===== src/hdl/srpq_pkg.sv =====
// Package for the sorted priority request queue.
// Holds the entry type, action codes and cell control struct; depends on nothing.
package srpq_pkg;

  localparam int DEPTH_DEF = 64;

  localparam int PRIO_W = 16;
  localparam int TEX_W  = 10;
  localparam int MIP_W  = 4;
  localparam int HELD_W = 7;

  localparam logic [1:0] ACT_PUSH  = 2'd0;
  localparam logic [1:0] ACT_POP   = 2'd1;
  localparam logic [1:0] ACT_CLEAR = 2'd2;

  typedef struct packed {
    logic [PRIO_W-1:0] prio;
    logic [TEX_W-1:0]  tex;
    logic [MIP_W-1:0]  mip;
  } entry_t;

  typedef struct packed {
    logic   push;
    logic   pop;
    entry_t ins;
  } cell_ctrl_t;

endpackage


===== src/hdl/srpq_cell.sv =====
// One slot of the sorted queue chain.
// Depends on srpq_pkg for entry_t and cell_ctrl_t.
module srpq_cell
  import srpq_pkg::*;
(
  input  logic       clk,
  input  cell_ctrl_t ctrl,
  input  logic       occupied,
  input  logic       left_keep,
  input  entry_t     left_data,
  input  entry_t     right_data,
  output entry_t     data,
  output logic       keep
);

  entry_t data_r;
  entry_t data_nxt;

  assign data = data_r;
  assign keep = occupied && (data_r.prio >= ctrl.ins.prio);

  always_comb begin
    data_nxt = data_r;
    priority if (ctrl.push) begin
      if (keep) begin
        data_nxt = data_r;
      end else if (left_keep) begin
        data_nxt = ctrl.ins;
      end else begin
        data_nxt = left_data;
      end
    end else if (ctrl.pop) begin
      data_nxt = right_data;
    end
  end

  always_ff @(posedge clk) begin
    data_r <= data_nxt;
  end

endmodule


===== config.mk =====
export PLATFORM = sky130hd
export DESIGN_NAME = srpq_cell
export DESIGN_NICKNAME = d
export VERILOG_FILES = /design/src/hdl/srpq_pkg.sv /design/src/hdl/srpq_cell.sv
export SDC_FILE = /design/constraint.sdc
export NUM_CORES = 1
export LEC_CHECK = 0
export ABC_AREA = 1
export BUFFER_PORTS_ARGS = -buffer_cell sky130_fd_sc_hd__buf_2
export CORE_ASPECT_RATIO = 1.75
export CORE_MARGIN = 3
export CORE_UTILIZATION = 42
export DETAILED_ROUTE_END_ITERATION = 12
export PLACE_DENSITY = 0.83
export SETUP_SLACK_MARGIN = 0.4
export SLEW_MARGIN = 30
export SYNTH_ARGS = -nofsm -noshare
export SYNTH_HDL_FRONTEND = slang
export SYNTH_SLANG_ARGS = --single-unit

===== constraint.sdc =====
create_clock -name clk -period 2.65 [get_ports clk]
set_input_delay 0.53 -clock clk [delete_from_list [all_inputs] [get_ports clk]]
set_output_delay 0.53 -clock clk [all_outputs]
set_load 0.005 [all_outputs]

==> impl_metrics.env <==
export IMPL_min_period_over_period_pct=85.29
export IMPL_max_cap_violations=0
export IMPL_core_area_mm2=0.004444
export IMPL_netlist_area_mm2=0.001936
export IMPL_total_wire_length_after_detailed_routing_mm=5.510
export IMPL_drt_iter0_drc=80
export IMPL_grt_use_met3_pct=3.624
export IMPL_ant_nets=0
export IMPL_timing_critical_path_buf_inv=2
export IMPL_cts_hold_buffers_added=0
export IMPL_synth_cell_type_count=16
export IMPL_fill_cells=416
export IMPL_layout_area_seq_um2=900.9
export IMPL_critical_path_max_stage_delay_ns=0.44
export IMPL_final_period_minus_worst_setup_slack_ns=2.260
export IMPL_place_gp_congestion=0.8088
export IMPL_grt_setup_unrepaired="true"
export IMPL_synthesis_instances=238
export IMPL_worst_slew_pin_slew_ns=0.5420
export IMPL_drc=0
export IMPL_top_level_ports=126
export IMPL_finish_utilization_pct=60.87
export IMPL_grt_ovfl_total=0
export IMPL_grt_use_met2_pct=38.17
export IMPL_std_cell_rows=32
export IMPL_p_per_area_mw_per_mm2=468.6
export IMPL_antenna_violations_before_repair=0
export IMPL_fmax_mhz=442.4
export IMPL_yosysWarnings=0
export IMPL_synth_avg_cell_area_um2=8.133
export IMPL_leakagePower_nw=1.371
export IMPL_h_tree_levels=2
export IMPL_setup_violations=0
export IMPL_tritoncts="done"
export IMPL_hp_class="primary input to flip-flop"
export IMPL_critical_path_cell_by_cell="ha_4 > nand2_1 > nor2_1 > nor2_1 > nand2_1 > nand2_1 > nand2_1 > nand2_1 > nand2_1 > nand2_1 > inv_1 > buf_2"
export IMPL_multi_input_comb_area_um2=902.1
export IMPL_irDropWorstVdd_uv=362.7
export IMPL_timing_critical_path_to_type="output port"
export IMPL_grt_max_degree=32
export IMPL_area_delta_synth_final_pct=39.75
export IMPL_detail_route_vias_per_cell=5.029
export IMPL_finish_cell_count_without_fillers=414
export IMPL_grt_usage_pct=19.30
export IMPL_dieWidth_um=57.32
export IMPL_worst_ep_arrival_time_ns=1.73
export IMPL_timing_final_hold_violations=0
export IMPL_clock_tree_buffer_depth=2
export IMPL_final_setup_tns_ns=0
export IMPL_initial_utilization_pct=43.55
export IMPL_post_drt_wl_per_cell_um=13.31
export IMPL_ys_seq_area_share_pct=46.54
export IMPL_portBuffers=125
export IMPL_synth_seq_cells=30
export IMPL_insertedDiodeCount=0
export IMPL_worst_skew_pair_late_latency_ns=0.27
export IMPL_timing_critical_path_mode_cell="sky130_fd_sc_hd__nand2_1"
export IMPL_number_of_instances_in_the_placed_design=405
export IMPL_route_vias_total=2082
export IMPL_timing_critical_path_fanout_max=2
export IMPL_grt_pass1_wl_mm=8.252
export IMPL_ctsRootBufferMaster="sky130_fd_sc_hd__clkbuf_8"
export IMPL_layout_drive_gt1_share_pct=38.02
export IMPL_first_global_vias=1982
export IMPL_clock_sinks=30
export IMPL_timing_critical_path_from_type="flip-flop"
export IMPL_crit_path_kind="flip-flop to output port"
export IMPL_cp_top_family="simple AND/OR/NAND/NOR gates"
export IMPL_number_of_max_slew_violations_in_the_final_report=0
export IMPL_critical_path_slowest_cell="sky130_fd_sc_hd__edfxtp_1"
export IMPL_floorplan_die_height_um=95.81
export IMPL_drt_pass1_iterations=4
export IMPL_mappedNetlistNets=349
export IMPL_result_of_the_run="complete, no violations"
export IMPL_skew_ns=0.006004
export IMPL_cts_reportedPaths_clkPinSlew_ns=0.06
export IMPL_worst_endpoint_required_ns=2.12
export IMPL_grt_met1_usage_pct=19.69
export IMPL_worst_slew_margin_rel_pct=63.87
export IMPL_nets=473
export IMPL_dieArea_mm2=0.005491
export IMPL_grt_busiest_layer="met2"
export IMPL_hpwl_mm=4.265
export IMPL_largest_register_ff_count=30
export IMPL_numCtsBuffers=5
==> metal layers <==
layer	share of wire [%]	vias to the layer above
met4	1.5	0
met3	6.0	7
li1	-	1047
met1	36	940
met5	0	-
met2	57	88
==> metrics by stage <==
step | cell area (um2) | hold slack, ns | power, W | setup WS (ns)
6_report | 2705 | 0.5324 | 0.001268 | 0.3897
5_1_grt | 2705 | 0.5365 | 0.001350 | 0.2283
4_1_cts | 2681 | 0.5249 | 0.001276 | 0.3565
3_5_place_dp | 2601 | 0.8133 | 0.0009451 | 0.4052
3_3_place_gp | 2601 | 0.8079 | 0.0009342 | 0.4619
2_1_floorplan | 1938 | 0.7212 | 0.0007749 | 0.5199
==> synth_stat cells, drive strengths merged <==
cell | instances | area, um2
a21oi | 7 | 38.79
nor3 | 1 | 5.000
clkbuf | 5 | 26.27
buf | 7 | 35.03
nand2 | 51 | 191.4
nor2 | 34 | 127.6
o21ai | 62 | 310.3
edfxtp | 30 | 900.9
o21a | 1 | 7.510
ha | 16 | 200.2
inv | 23 | 86.33
nand4 | 1 | 6.260
==> cell usage in the layout, fill, tap and decap left out, types with 3 or more instances in the layout <==
cell type,Yosys,routed
sky130_fd_sc_hd__nor2_1,34,34
sky130_fd_sc_hd__ha_1,16,15
sky130_fd_sc_hd__nand2_1,51,50
sky130_fd_sc_hd__clkinv_1,0,3
sky130_fd_sc_hd__o21ai_1,7,7
sky130_fd_sc_hd__buf_2,7,125
sky130_fd_sc_hd__edfxtp_1,30,30
sky130_fd_sc_hd__o21ai_0,55,55
sky130_fd_sc_hd__a21oi_1,6,6
sky130_fd_sc_hd__clkbuf_8,0,5
sky130_fd_sc_hd__buf_4,0,3
sky130_fd_sc_hd__inv_1,23,22
==> layout make-up <==
type                            count  share of cell area, %
Multi-Input combinational cell    173                  33.35
Clock inverter                      3                 0.4163
Clock buffer                        5                  2.544
Tap cell                           51                  2.359
Sequential cell                    30                  33.30
Inverter                           23                  3.330
Timing Repair Buffer              129                  24.70
==> power breakdown <==
| group | internal (W) | switching, W |
|---|---|---|
| clock network | 0.000175 | 0.000155 |
| registers | 0.000589 | 0.0000209 |
| logic | 0.000154 | 0.000173 |
==> cell families after synthesis <==
| kind of cell | share of synthesized area (%) |
|---|---|
| flops | 46.54 |
| buf+inv | 7.627 |
| compound gates | 18.42 |
| fa+ha+maj | 10.34 |
| simple gates | 17.06 |
==> worst min-delay path: cells and delay by family <==
| kind | cells | cell delay [ns] |
|---|---|---|
| buffers and inverters | 1 | 0.07 |
| AO/OA/AOI/OAI | 1 | 0.05 |
| AND/OR/NAND/NOR | 1 | 0.04 |
==> path summary, 6_finish.rpt <==
check	start	endpoint	slack (ns)	cells past startpoint
setup reg to reg	data[16]$_DFFE_PP_	data[2]$_DFFE_PP_	0.68	13
hold / removal	right_data[29]	data[29]$_DFFE_PP_	0.53	3
hold reg to reg	data[29]$_DFFE_PP_	data[26]$_DFFE_PP_	1.29	9
setup / recovery	data[17]$_DFFE_PP_	keep	0.39	12
==> what timing repair did <==
action | 4_1_cts | 5_1_grt
resized for setup | 0 | 2
pin swaps | 0 | 0
endpoints found under the setup margin | 1 | 31
setup buffers | 0 | 1
(Power assumes the default switching activity.)
